===== config.mk =====
export PLATFORM = sky130hd
export DESIGN_NAME = calendar_add_hours_flat
export DESIGN_NICKNAME = d
export VERILOG_FILES = /design/src/cah_pkg.sv /design/src/cah_if.sv /design/src/cah_useq.sv /design/src/calendar_add_hours.sv /design/src/flat_wrapper.sv
export VERILOG_INCLUDE_DIRS = /design/src /design/src/src
export SDC_FILE = /design/constraint.sdc
export NUM_CORES = 1
export LEC_CHECK = 0
export BUFFER_PORTS_ARGS = -buffer_cell sky130_fd_sc_hd__buf_2
export CORE_ASPECT_RATIO = 1.25
export CORE_MARGIN = 5
export CORE_UTILIZATION = 40
export CTS_CLUSTER_SIZE = 12
export DETAILED_ROUTE_END_ITERATION = 10
export PLACE_DENSITY = 0.62
export SETUP_SLACK_MARGIN = 0.4
export SLEW_MARGIN = 15
export SYNTH_ARGS = -nofsm -noshare
export SYNTH_HDL_FRONTEND = slang
export SYNTH_SLANG_ARGS = --single-unit

===== constraint.sdc =====
create_clock -name clk -period 4.9 [get_ports clk]
set_input_delay 0.49 -clock clk [delete_from_list [all_inputs] [get_ports clk]]
set_output_delay 0.49 -clock clk [all_outputs]
set_load 0.01 [all_outputs]

===== src/assert_macros.svh =====
// Assertion shorthands for the date/hour adder.
// Expects clk and arst_n in the scope of every use.
`ifndef ASSERT_MACROS_SVH
`define ASSERT_MACROS_SVH

// Check a property on every rising clock edge outside reset.
`define CAH_ASSERT(lbl, prop, msg) \
	lbl: assert property (@(posedge clk) disable iff (!arst_n) prop) else $error(msg);

// Check that a condition in one cycle is followed by another in the next.
`define CAH_ASSERT_NEXT(lbl, ante, cons, msg) \
	lbl: assert property (@(posedge clk) disable iff (!arst_n) (ante) |=> (cons)) \
		else $error(msg);

`endif


===== src/cah_pkg.sv =====
// Shared types, constants and microcode for the date/hour adder.
// No dependencies; every file that uses it refers to it by scoped names.
package cah_pkg;

	// field widths
	localparam int YEAR_W  = 16;
	localparam int MONTH_W = 4;
	localparam int DAY_W   = 5;
	localparam int HOUR_W  = 5;
	localparam int ADD_W   = 16;

	// number of add_hours bits that take part in the sum
	localparam int ADD_HOURS_WIDTH = 16;
	localparam int AH_W = (ADD_HOURS_WIDTH < ADD_W) ? ADD_HOURS_WIDTH : ADD_W;

	// hour sum and day carry; sum / 24 = (sum >> 3) / 3
	localparam int SUM_W   = AH_W + 1;
	localparam int X_W     = SUM_W - 3;
	localparam int CARRY_W = X_W - 1;
	localparam int V_W     = CARRY_W + 1;
	localparam int RECIP3  = ((1 << (X_W + 1)) + 2) / 3;

	// year / 100 = (year >> 2) / 25
	localparam int Y_X_W   = YEAR_W - 2;
	localparam int R25_SH  = Y_X_W + 5;
	localparam int R25_W   = 15;
	localparam int RECIP25 = ((1 << R25_SH) + 24) / 25;
	localparam int Q100_W  = Y_X_W + R25_W - R25_SH;
	localparam int R100_W  = 7;

	localparam int HOURS_PER_DAY = 24;
	localparam int MONTHS        = 12;
	localparam int CENTURY       = 100;
	localparam int FEBRUARY      = 2;
	localparam int FEB_LEAP_DAYS = 29;
	localparam int FEB_DAYS      = 28;

	localparam logic [MONTH_W-1:0] JANUARY = MONTH_W'(1);

	// month lengths; out-of-range month codes count as 31 days
	localparam logic [DAY_W-1:0] MONTH_LEN [16] = '{
		5'd31, 5'd31, 5'd28, 5'd31, 5'd30, 5'd31, 5'd30, 5'd31,
		5'd31, 5'd30, 5'd31, 5'd30, 5'd31, 5'd31, 5'd31, 5'd31
	};

	function automatic logic [DAY_W-1:0] days_in(input logic [MONTH_W-1:0] m,
			input logic leap);
		logic [DAY_W-1:0] len;
		len = MONTH_LEN[m];
		if (m == MONTH_W'(FEBRUARY)) begin
			len = leap ? DAY_W'(FEB_LEAP_DAYS) : DAY_W'(FEB_DAYS);
		end
		return len;
	endfunction

	// microcode
	typedef enum logic [2:0] {
		OP_WAIT,
		OP_DIV24,
		OP_HOUR,
		OP_DIV100,
		OP_LEAP,
		OP_STEP,
		OP_DONE
	} op_t;

	typedef enum logic [2:0] {
		COND_ALWAYS,
		COND_IN_VALID,
		COND_CARRY_ZERO,
		COND_FITS,
		COND_OUT_FREE
	} cond_t;

	localparam int PC_W = 3;
	localparam int UC_DEPTH = 1 << PC_W;

	localparam logic [PC_W-1:0] PC_WAIT   = 3'd0;
	localparam logic [PC_W-1:0] PC_DIV24  = 3'd1;
	localparam logic [PC_W-1:0] PC_HOUR   = 3'd2;
	localparam logic [PC_W-1:0] PC_DIV100 = 3'd3;
	localparam logic [PC_W-1:0] PC_LEAP   = 3'd4;
	localparam logic [PC_W-1:0] PC_STEP   = 3'd5;
	localparam logic [PC_W-1:0] PC_DONE   = 3'd6;

	typedef struct packed {
		op_t             op;
		cond_t           cond;
		logic [PC_W-1:0] jt;
		logic [PC_W-1:0] jf;
	} uword_t;

	localparam uword_t UCODE [UC_DEPTH] = '{
		'{OP_WAIT,   COND_IN_VALID,   PC_DIV24,  PC_WAIT},
		'{OP_DIV24,  COND_ALWAYS,     PC_HOUR,   PC_HOUR},
		'{OP_HOUR,   COND_CARRY_ZERO, PC_DONE,   PC_DIV100},
		'{OP_DIV100, COND_ALWAYS,     PC_LEAP,   PC_LEAP},
		'{OP_LEAP,   COND_ALWAYS,     PC_STEP,   PC_STEP},
		'{OP_STEP,   COND_FITS,       PC_DONE,   PC_STEP},
		'{OP_DONE,   COND_OUT_FREE,   PC_WAIT,   PC_DONE},
		'{OP_WAIT,   COND_IN_VALID,   PC_DIV24,  PC_WAIT}
	};

	// datapath flags seen by the sequencer
	typedef struct packed {
		logic in_valid;
		logic carry_zero;
		logic fits;
		logic out_free;
	} status_t;

endpackage


===== src/cah_if.sv =====
// Request and result channel interfaces of the date/hour adder.
// Depends on cah_pkg for the field widths.
interface cah_req_if;
	logic                          valid;
	logic                          ready;
	logic [cah_pkg::YEAR_W-1:0]    start_year;
	logic [cah_pkg::MONTH_W-1:0]   start_month;
	logic [cah_pkg::DAY_W-1:0]     start_day;
	logic [cah_pkg::HOUR_W-1:0]    start_hour;
	logic [cah_pkg::ADD_W-1:0]     add_hours;

	modport source (output valid, start_year, start_month, start_day, start_hour,
		add_hours, input ready);
	modport sink (input valid, start_year, start_month, start_day, start_hour,
		add_hours, output ready);
endinterface

interface cah_res_if;
	logic                          valid;
	logic                          ready;
	logic [cah_pkg::YEAR_W-1:0]    new_year;
	logic [cah_pkg::MONTH_W-1:0]   new_month;
	logic [cah_pkg::DAY_W-1:0]     new_day;
	logic [cah_pkg::HOUR_W-1:0]    new_hour;

	modport source (output valid, new_year, new_month, new_day, new_hour, input ready);
	modport sink (input valid, new_year, new_month, new_day, new_hour, output ready);
endinterface


===== src/cah_useq.sv =====
// Microcode sequencer: step counter, control store and branch logic.
// Depends on cah_pkg for the control words and status flags.
module cah_useq (
	input  logic             clk,
	input  logic             arst_n,
	input  cah_pkg::status_t status,
	output cah_pkg::op_t     op
);

	logic [cah_pkg::PC_W-1:0] pc_q;
	logic [cah_pkg::PC_W-1:0] pc_next;
	cah_pkg::uword_t          word;
	logic                     taken;

	assign word = cah_pkg::UCODE[pc_q];
	assign op   = word.op;

	always_comb begin
		case (word.cond)
			cah_pkg::COND_ALWAYS:     taken = 1'b1;
			cah_pkg::COND_IN_VALID:   taken = status.in_valid;
			cah_pkg::COND_CARRY_ZERO: taken = status.carry_zero;
			cah_pkg::COND_FITS:       taken = status.fits;
			cah_pkg::COND_OUT_FREE:   taken = status.out_free;
			default:                  taken = 1'b1;
		endcase
		pc_next = taken ? word.jt : word.jf;
	end

	always_ff @(posedge clk or negedge arst_n) begin
		if (!arst_n) begin
			pc_q <= cah_pkg::PC_WAIT;
		end else begin
			pc_q <= pc_next;
		end
	end

endmodule


===== src/calendar_add_hours.sv =====
// Gregorian date/hour adder: top level with the datapath.
// Depends on cah_pkg, cah_if.sv, cah_useq.sv and assert_macros.svh.
//
// Usage:
//  - request carries start_year/month/day/hour and add_hours; it is taken
//    at a rising edge with valid and ready both high.
//  - result carries new_year/month/day/hour under the same valid/ready rule.
//  - One request is worked on at a time. A short microprogram steps a plain
//    datapath: split the hour sum into hour and day carry, find the year's
//    place in its century, then walk the carry off one month per cycle.
//  - With no day carried, the program goes from the hour step straight to
//    the result; otherwise the month walk crosses one month boundary per
//    step (at most about 90 for a 16-bit hour count). Request ready
//    returns in the cycle after the result is loaded.
//  - The result sits in an output register. A new request is taken while
//    that result waits; only loading the next result waits on the receiver.
//  - Reset clears the step counter and the result valid flag; the block
//    is ready for a request in the first cycle after reset.
`include "assert_macros.svh"

module calendar_add_hours (
	input  logic       clk,
	input  logic       arst_n,
	cah_req_if.sink    request,
	cah_res_if.source  result
);

	cah_pkg::op_t     op;
	cah_pkg::status_t status;

	// working registers
	logic [cah_pkg::YEAR_W-1:0]   year_q;
	logic [cah_pkg::MONTH_W-1:0]  month_q;
	logic [cah_pkg::DAY_W-1:0]    day_q;
	logic [cah_pkg::SUM_W-1:0]    sum_q;
	logic [cah_pkg::CARRY_W-1:0]  carry_q;
	logic [cah_pkg::HOUR_W-1:0]   hour_q;
	logic [cah_pkg::V_W-1:0]      v_q;
	logic [cah_pkg::Q100_W-1:0]   q100_q;
	logic [cah_pkg::R100_W-1:0]   r100_q;
	logic [1:0]                   c4_q;

	// result register
	logic                         out_valid_q;
	logic [cah_pkg::YEAR_W-1:0]   new_year_q;
	logic [cah_pkg::MONTH_W-1:0]  new_month_q;
	logic [cah_pkg::DAY_W-1:0]    new_day_q;
	logic [cah_pkg::HOUR_W-1:0]   new_hour_q;

	// combinational datapath values
	logic                                 accept;
	logic                                 out_free;
	logic [cah_pkg::SUM_W-1:0]            in_sum;
	logic [2*cah_pkg::X_W-1:0]            prod3;
	logic [cah_pkg::SUM_W-1:0]            hour_rem;
	logic [cah_pkg::Y_X_W+cah_pkg::R25_W-1:0] prod25;
	logic [cah_pkg::YEAR_W-1:0]           year_rem;
	logic                                 leap;
	logic [cah_pkg::DAY_W-1:0]            len;
	logic                                 fits;

	cah_useq u_useq (
		.clk    (clk),
		.arst_n (arst_n),
		.status (status),
		.op     (op)
	);

	assign request.ready = (op == cah_pkg::OP_WAIT);
	assign accept        = request.valid && request.ready;
	assign out_free      = !out_valid_q || result.ready;

	// hour sum over the used low bits of add_hours
	assign in_sum = cah_pkg::SUM_W'(request.add_hours[cah_pkg::AH_W-1:0])
		+ cah_pkg::SUM_W'(request.start_hour);

	// day carry = floor((sum >> 3) / 3) by reciprocal multiply
	assign prod3 = (2*cah_pkg::X_W)'(sum_q[cah_pkg::SUM_W-1:3])
		* (2*cah_pkg::X_W)'(cah_pkg::RECIP3);

	// hour of day = sum - 24 * carry
	assign hour_rem = sum_q
		- cah_pkg::SUM_W'(carry_q) * cah_pkg::SUM_W'(cah_pkg::HOURS_PER_DAY);

	// century = floor((year >> 2) / 25) by reciprocal multiply
	assign prod25 = (cah_pkg::Y_X_W + cah_pkg::R25_W)'(year_q[cah_pkg::YEAR_W-1:2])
		* (cah_pkg::Y_X_W + cah_pkg::R25_W)'(cah_pkg::RECIP25);

	// year within its century
	assign year_rem = year_q
		- cah_pkg::YEAR_W'(q100_q) * cah_pkg::YEAR_W'(cah_pkg::CENTURY);

	// leap: divisible by 4 but not by 100, or by 400
	assign leap = ((year_q[1:0] == 2'd0) && (r100_q != '0))
		|| ((r100_q == '0) && (c4_q == 2'd0));
	assign len  = cah_pkg::days_in(month_q, leap);
	assign fits = (v_q <= cah_pkg::V_W'(len));

	always_comb begin
		status.in_valid   = request.valid;
		status.carry_zero = (carry_q == '0);
		status.fits       = fits;
		status.out_free   = out_free;
	end

	always_ff @(posedge clk) begin
		case (op)
			cah_pkg::OP_WAIT: begin
				// capture the request
				if (accept) begin
					year_q  <= request.start_year;
					month_q <= request.start_month;
					day_q   <= request.start_day;
					sum_q   <= in_sum;
				end
			end
			cah_pkg::OP_DIV24: begin
				carry_q <= prod3[cah_pkg::X_W+1 +: cah_pkg::CARRY_W];
			end
			cah_pkg::OP_HOUR: begin
				hour_q <= hour_rem[cah_pkg::HOUR_W-1:0];
				v_q    <= cah_pkg::V_W'(day_q) + cah_pkg::V_W'(carry_q);
			end
			cah_pkg::OP_DIV100: begin
				q100_q <= prod25[cah_pkg::R25_SH +: cah_pkg::Q100_W];
			end
			cah_pkg::OP_LEAP: begin
				r100_q <= year_rem[cah_pkg::R100_W-1:0];
				c4_q   <= q100_q[1:0];
			end
			cah_pkg::OP_STEP: begin
				// drop one month's days and advance to the next month
				if (!fits) begin
					v_q <= v_q - cah_pkg::V_W'(len);
					if (month_q == '0) begin
						month_q <= cah_pkg::JANUARY;
					end else if (month_q >= cah_pkg::MONTH_W'(cah_pkg::MONTHS)) begin
						month_q <= cah_pkg::JANUARY;
						year_q  <= year_q + 1'b1;
						// keep the century position in step; year wraps to zero
						if (year_q == '1) begin
							r100_q <= '0;
							c4_q   <= 2'd0;
						end else if (r100_q == cah_pkg::R100_W'(cah_pkg::CENTURY - 1)) begin
							r100_q <= '0;
							c4_q   <= c4_q + 1'b1;
						end else begin
							r100_q <= r100_q + 1'b1;
						end
					end else begin
						month_q <= month_q + 1'b1;
					end
				end
			end
			cah_pkg::OP_DONE: begin
				if (out_free) begin
					new_year_q  <= year_q;
					new_month_q <= month_q;
					new_day_q   <= v_q[cah_pkg::DAY_W-1:0];
					new_hour_q  <= hour_q;
				end
			end
			default: begin
			end
		endcase
	end

	// result valid: set on load, clear when taken and nothing new replaces it
	always_ff @(posedge clk or negedge arst_n) begin
		if (!arst_n) begin
			out_valid_q <= 1'b0;
		end else if ((op == cah_pkg::OP_DONE) && out_free) begin
			out_valid_q <= 1'b1;
		end else if (result.ready) begin
			out_valid_q <= 1'b0;
		end
	end

	assign result.valid     = out_valid_q;
	assign result.new_year  = new_year_q;
	assign result.new_month = new_month_q;
	assign result.new_day   = new_day_q;
	assign result.new_hour  = new_hour_q;

	// checks
	`CAH_ASSERT_NEXT(a_accept_starts_div, accept, op == cah_pkg::OP_DIV24,
		"accepted request did not start the program")
	`CAH_ASSERT_NEXT(a_hour_range, op == cah_pkg::OP_HOUR,
		hour_q < cah_pkg::HOUR_W'(cah_pkg::HOURS_PER_DAY), "hour of day out of range")
	`CAH_ASSERT(a_step_state, (op == cah_pkg::OP_STEP)
		|-> (v_q != '0 && r100_q < cah_pkg::R100_W'(cah_pkg::CENTURY)),
		"month walk state out of range")
	`CAH_ASSERT(a_result_from_done, $rose(out_valid_q) |-> $past(op == cah_pkg::OP_DONE),
		"result raised outside the final step")

endmodule

===== src/flat_wrapper.sv =====
// flat-port wrapper written by rule: the top's interface ports become plain ports
module calendar_add_hours_flat 
  (clk, arst_n, request_valid, request_start_year, request_start_month, request_start_day, request_start_hour, request_add_hours, request_ready, result_valid, result_new_year, result_new_month, result_new_day, result_new_hour, result_ready);
  cah_req_if request_i ();
  cah_res_if result_i ();
  input  logic clk;
  input  logic arst_n;
  input wire logic [$bits(request_i.valid)-1:0] request_valid;
  input wire logic [$bits(request_i.start_year)-1:0] request_start_year;
  input wire logic [$bits(request_i.start_month)-1:0] request_start_month;
  input wire logic [$bits(request_i.start_day)-1:0] request_start_day;
  input wire logic [$bits(request_i.start_hour)-1:0] request_start_hour;
  input wire logic [$bits(request_i.add_hours)-1:0] request_add_hours;
  output wire logic [$bits(request_i.ready)-1:0] request_ready;
  output wire logic [$bits(result_i.valid)-1:0] result_valid;
  output wire logic [$bits(result_i.new_year)-1:0] result_new_year;
  output wire logic [$bits(result_i.new_month)-1:0] result_new_month;
  output wire logic [$bits(result_i.new_day)-1:0] result_new_day;
  output wire logic [$bits(result_i.new_hour)-1:0] result_new_hour;
  input wire logic [$bits(result_i.ready)-1:0] result_ready;
  assign request_i.valid = request_valid;
  assign request_i.start_year = request_start_year;
  assign request_i.start_month = request_start_month;
  assign request_i.start_day = request_start_day;
  assign request_i.start_hour = request_start_hour;
  assign request_i.add_hours = request_add_hours;
  assign request_ready = request_i.ready;
  assign result_valid = result_i.valid;
  assign result_new_year = result_i.new_year;
  assign result_new_month = result_i.new_month;
  assign result_new_day = result_i.new_day;
  assign result_new_hour = result_i.new_hour;
  assign result_i.ready = result_ready;
  calendar_add_hours u_core (.clk(clk), .arst_n(arst_n), .request(request_i), .result(result_i));
endmodule

==> reports/qor.csv <==
metric,value,unit
Worst setup SP type,register,
DRC viols,0,
CTS Buf Count,17,
latest clock arrival within the worst-skew pair,440,ps
initial antenna violation count,0,
CP most frequent cell,fa_1,
Placed Cells,1759,
Slew @ Worst Pin,989.5,ps
post-route insts no fill,1835,
CP Max Fanout,8,
largest net degree at the start of global routing,50,
Fin. Hold Viols,0,
first-pass GRT wire length,48650,µm
f_max,205.4,MHz
CTS clock-pin slew for the worst setup and hold paths,60,ps
Synth Net Count,1621,
gpl congestion,0.8670,
"top cells by area, synth","edfxtp_1, ha_1, fa_1",
"slowest stage delay, CP",550,ps
critical path type,register to register,
Rows,73,
Worst Hold Class,input pin to register,
Synth top cells by count,"inv_1, ha_1, fa_1",
Placed Area,14290,µm²
CP Cell Sequence,"ha_4, inv_1, fa_1, fa_1, fa_1, inv_1, fa_1, ha_1, ha_4, nand4_1, o211ai_1, a21oi_2, nand3b_1, a221oi_2, xnor2_1",
dominant cell type by area after synthesis,edfxtp_1,
CTS root buf,clkbuf_16,
most frequent cell after synthesis,inv_1,
unrepaired setup endpoints after global routing,yes,
Layout area overhead,22.57,%
vias per cell,4.949,
Die H,210.8,µm
die width,170.6,µm
Critical-path top delay cell,fa_1,
CTS sink cnt,122,
routed via count,9081,
Final period util,99.36,%
"Seq/Total Area, Yosys",28.24,%
core area,31880,µm²
Post-DP HPWL,24380,µm
Yosys reg bits,122,
critical path's top delay family,adder cells,
DRT iter0 DRCs,440,
Buffers on Ports,81,
Final min period,4869,ps
gr ovfl total,0,
worst relative slew slack,34.04,%
"EDFF count, synth",118,
htree depth,4,
GRT Util Overall,17.18,%
top_reg_cell synth,edfxtp_1,
clock skew,10.67,ps
MaxCap Viol Count,0,
power per cell area,155.4,nW/µm²
endpoints failing setup,0,
Power Total,2457,µW
synth unique cells,67,
Filler cells,2845,
"Arr. time, crit path",5040,ps
status,completed,
CTS Buffer Depth,2,
final wirelength,30090,µm
1st-pass router iterations,4,
Crit path buffers/inverters,2,
TritonCTS clock tree,yes,
Lkg Pwr,0.007327,µW
post-route cell area,15820,µm²
synthesized instance count,1237,
Final Slew Violations,0,
die area,35970,µm²
Crit. End Element,register,
Final ANT Viol Nets,0,
worst ir drop on vdd,0.2322,mV
CP required,5070,ps
Yosys top cell area share,27.46,%
vias in the first global route,9958,
Synth Cell Area,12900,µm²
Final Util,49.62,%
nets@finish,1796,
Starting Density,40.48,%
setup TNS,0,ps
Syn Area/Cell,10.43,µm²
antenna fix cells,0,
share of cells above drive strength 1,22.84,%
WL/cell,16.40,µm
post-synthesis async set-or-reset flop share,3.279,%
num ports,82,
Ys Warns,0,
[kinds of logic after synthesis]
| family | synth area share, % |
|---|---|
| adder cells (fa/ha/maj) | 39.54 |
| AND/OR/NAND/NOR | 8.009 |
| flip-flops | 28.24 |
| XOR/XNOR | 5.837 |
| buffers and inverters | 9.154 |
| AO/OA/AOI/OAI | 8.601 |
| multiplexers | 0.6206 |
[where the power goes]
| part | internal (µW) | switching, µW | total (µW) | leakage, µW |
|---|---|---|---|---|
| sequential | 1130 | 0.0000000000000179 | 1130 | 0.00112 |
| combinational | 29.8 | 25.6 | 55.4 | 0.00593 |
| clock | 790 | 480 | 1270 | 0.000272 |
| total | 1950 | 505 | 2460 | 0.00733 |
[flip-flops by register name, summed over array words and instances, names as in the netlist, 2 cells and up]
register,cells
u_core.result.new_year,16
u_core.q100_q,5
u_core.carry_q,13
u_core.sum_q,17
u_core.result.new_month,4
u_core.v_q,14
u_core.result.new_day,5
u_core.hour_q,5
u_core.r100_q,7
u_core.month_q,4
u_core.result.new_hour,5
u_core.year_q,16
u_core.c4_q,2
u_core.u_useq.pc_q,3
u_core.day_q,5
[worst paths after layout]
kind / slack (ps) / end / start / depth (start not counted)
setup / recovery: 30 / u_core.carry_q[11] / u_core.sum_q[6] / 15
setup reg to reg: 30 / u_core.carry_q[11] / u_core.sum_q[6] / 15
max in group asynchronous: 4380 / u_core.u_useq.pc_q[2] / arst_n / 2
hold reg to reg: 410 / u_core.result.new_hour[2] / u_core.hour_q[2] / 0
min in group asynchronous: 390 / u_core.result.valid / arst_n / 2
hold / removal: 230 / u_core.day_q[3] / request_start_day[3] / 1
[layer usage]
layer	wire length, µm	GRT usage (%)	vias up	share of wire (%)
li1	-	-	4452	-
met1	11220	18.07	4402	37
met2	16820	33.26	156	56
met3	791	2.471	71	2.6
met4	1252	7.824	0	4.2
met5	0	0	-	0
[cell type report]
| class | count | area [µm²] | share of cell area, % |
|---|---|---|---|
| tap | 412 | 515.5 | 3.259 |
| inverter | 295 | 1112 | 7.033 |
| sequential | 122 | 3643 | 23.04 |
| timing repair buffer | 174 | 1177 | 7.444 |
| clock inverter | 12 | 151.4 | 0.9572 |
| clock buffer | 18 | 429.2 | 2.713 |
| multi-input combinational | 802 | 8787 | 55.56 |
[placed cells by master, fill, tap and decap left out, drive strengths merged, types with 5 or more instances in the layout]
cell type and instances:
nand4 16, nand3 14, a211oi 11, and3 12
nor2 34, buf 173, a31oi 7, a21o 15
nand2b 8, fa 123, nor4 5, xor2 28
a21oi 46, xnor2 58, o21ai 41, nor2b 8
edfxtp 118, clkbuf 18, ha 211, mux2i 8
inv 296, nor3 10, o211ai 8, and4 6
nand2 76, o22ai 8
[worst reg2reg max path, delay by kind of cell (launching register included)]
kind                     cells  cell delay (ps)
flip-flops                   1              500
AND/OR/NAND/NOR              2              340
buffers and inverters        2              120
AO/OA/AOI/OAI                3              620
adder cells (fa/ha/maj)      7             2940
XOR/XNOR                     1              100
[through the flow]
| stage | setup WS, ps | hold slack (ps) |
|---|---|---|
| 2_1_floorplan | 175.5 | 194.4 |
| 3_3_place_gp | -5.879 | 309.7 |
| 3_5_place_dp | -63.59 | 308.5 |
| 4_1_cts | 53.01 | 199.7 |
| 5_1_grt | -92.22 | 210.8 |
| 6_report | 31.25 | 226.0 |
[timing repair]
action / in CTS / in global routing
resized for setup: 52 / 63
hold buffers: 1 / 0
endpoints found under the setup margin: 18 / 18
setup buffers: 35 / 10
endpoints found under the hold margin: 4 / 0
pin swaps: 75 / 63
No activity file was read; power rests on OpenSTA's default activity.
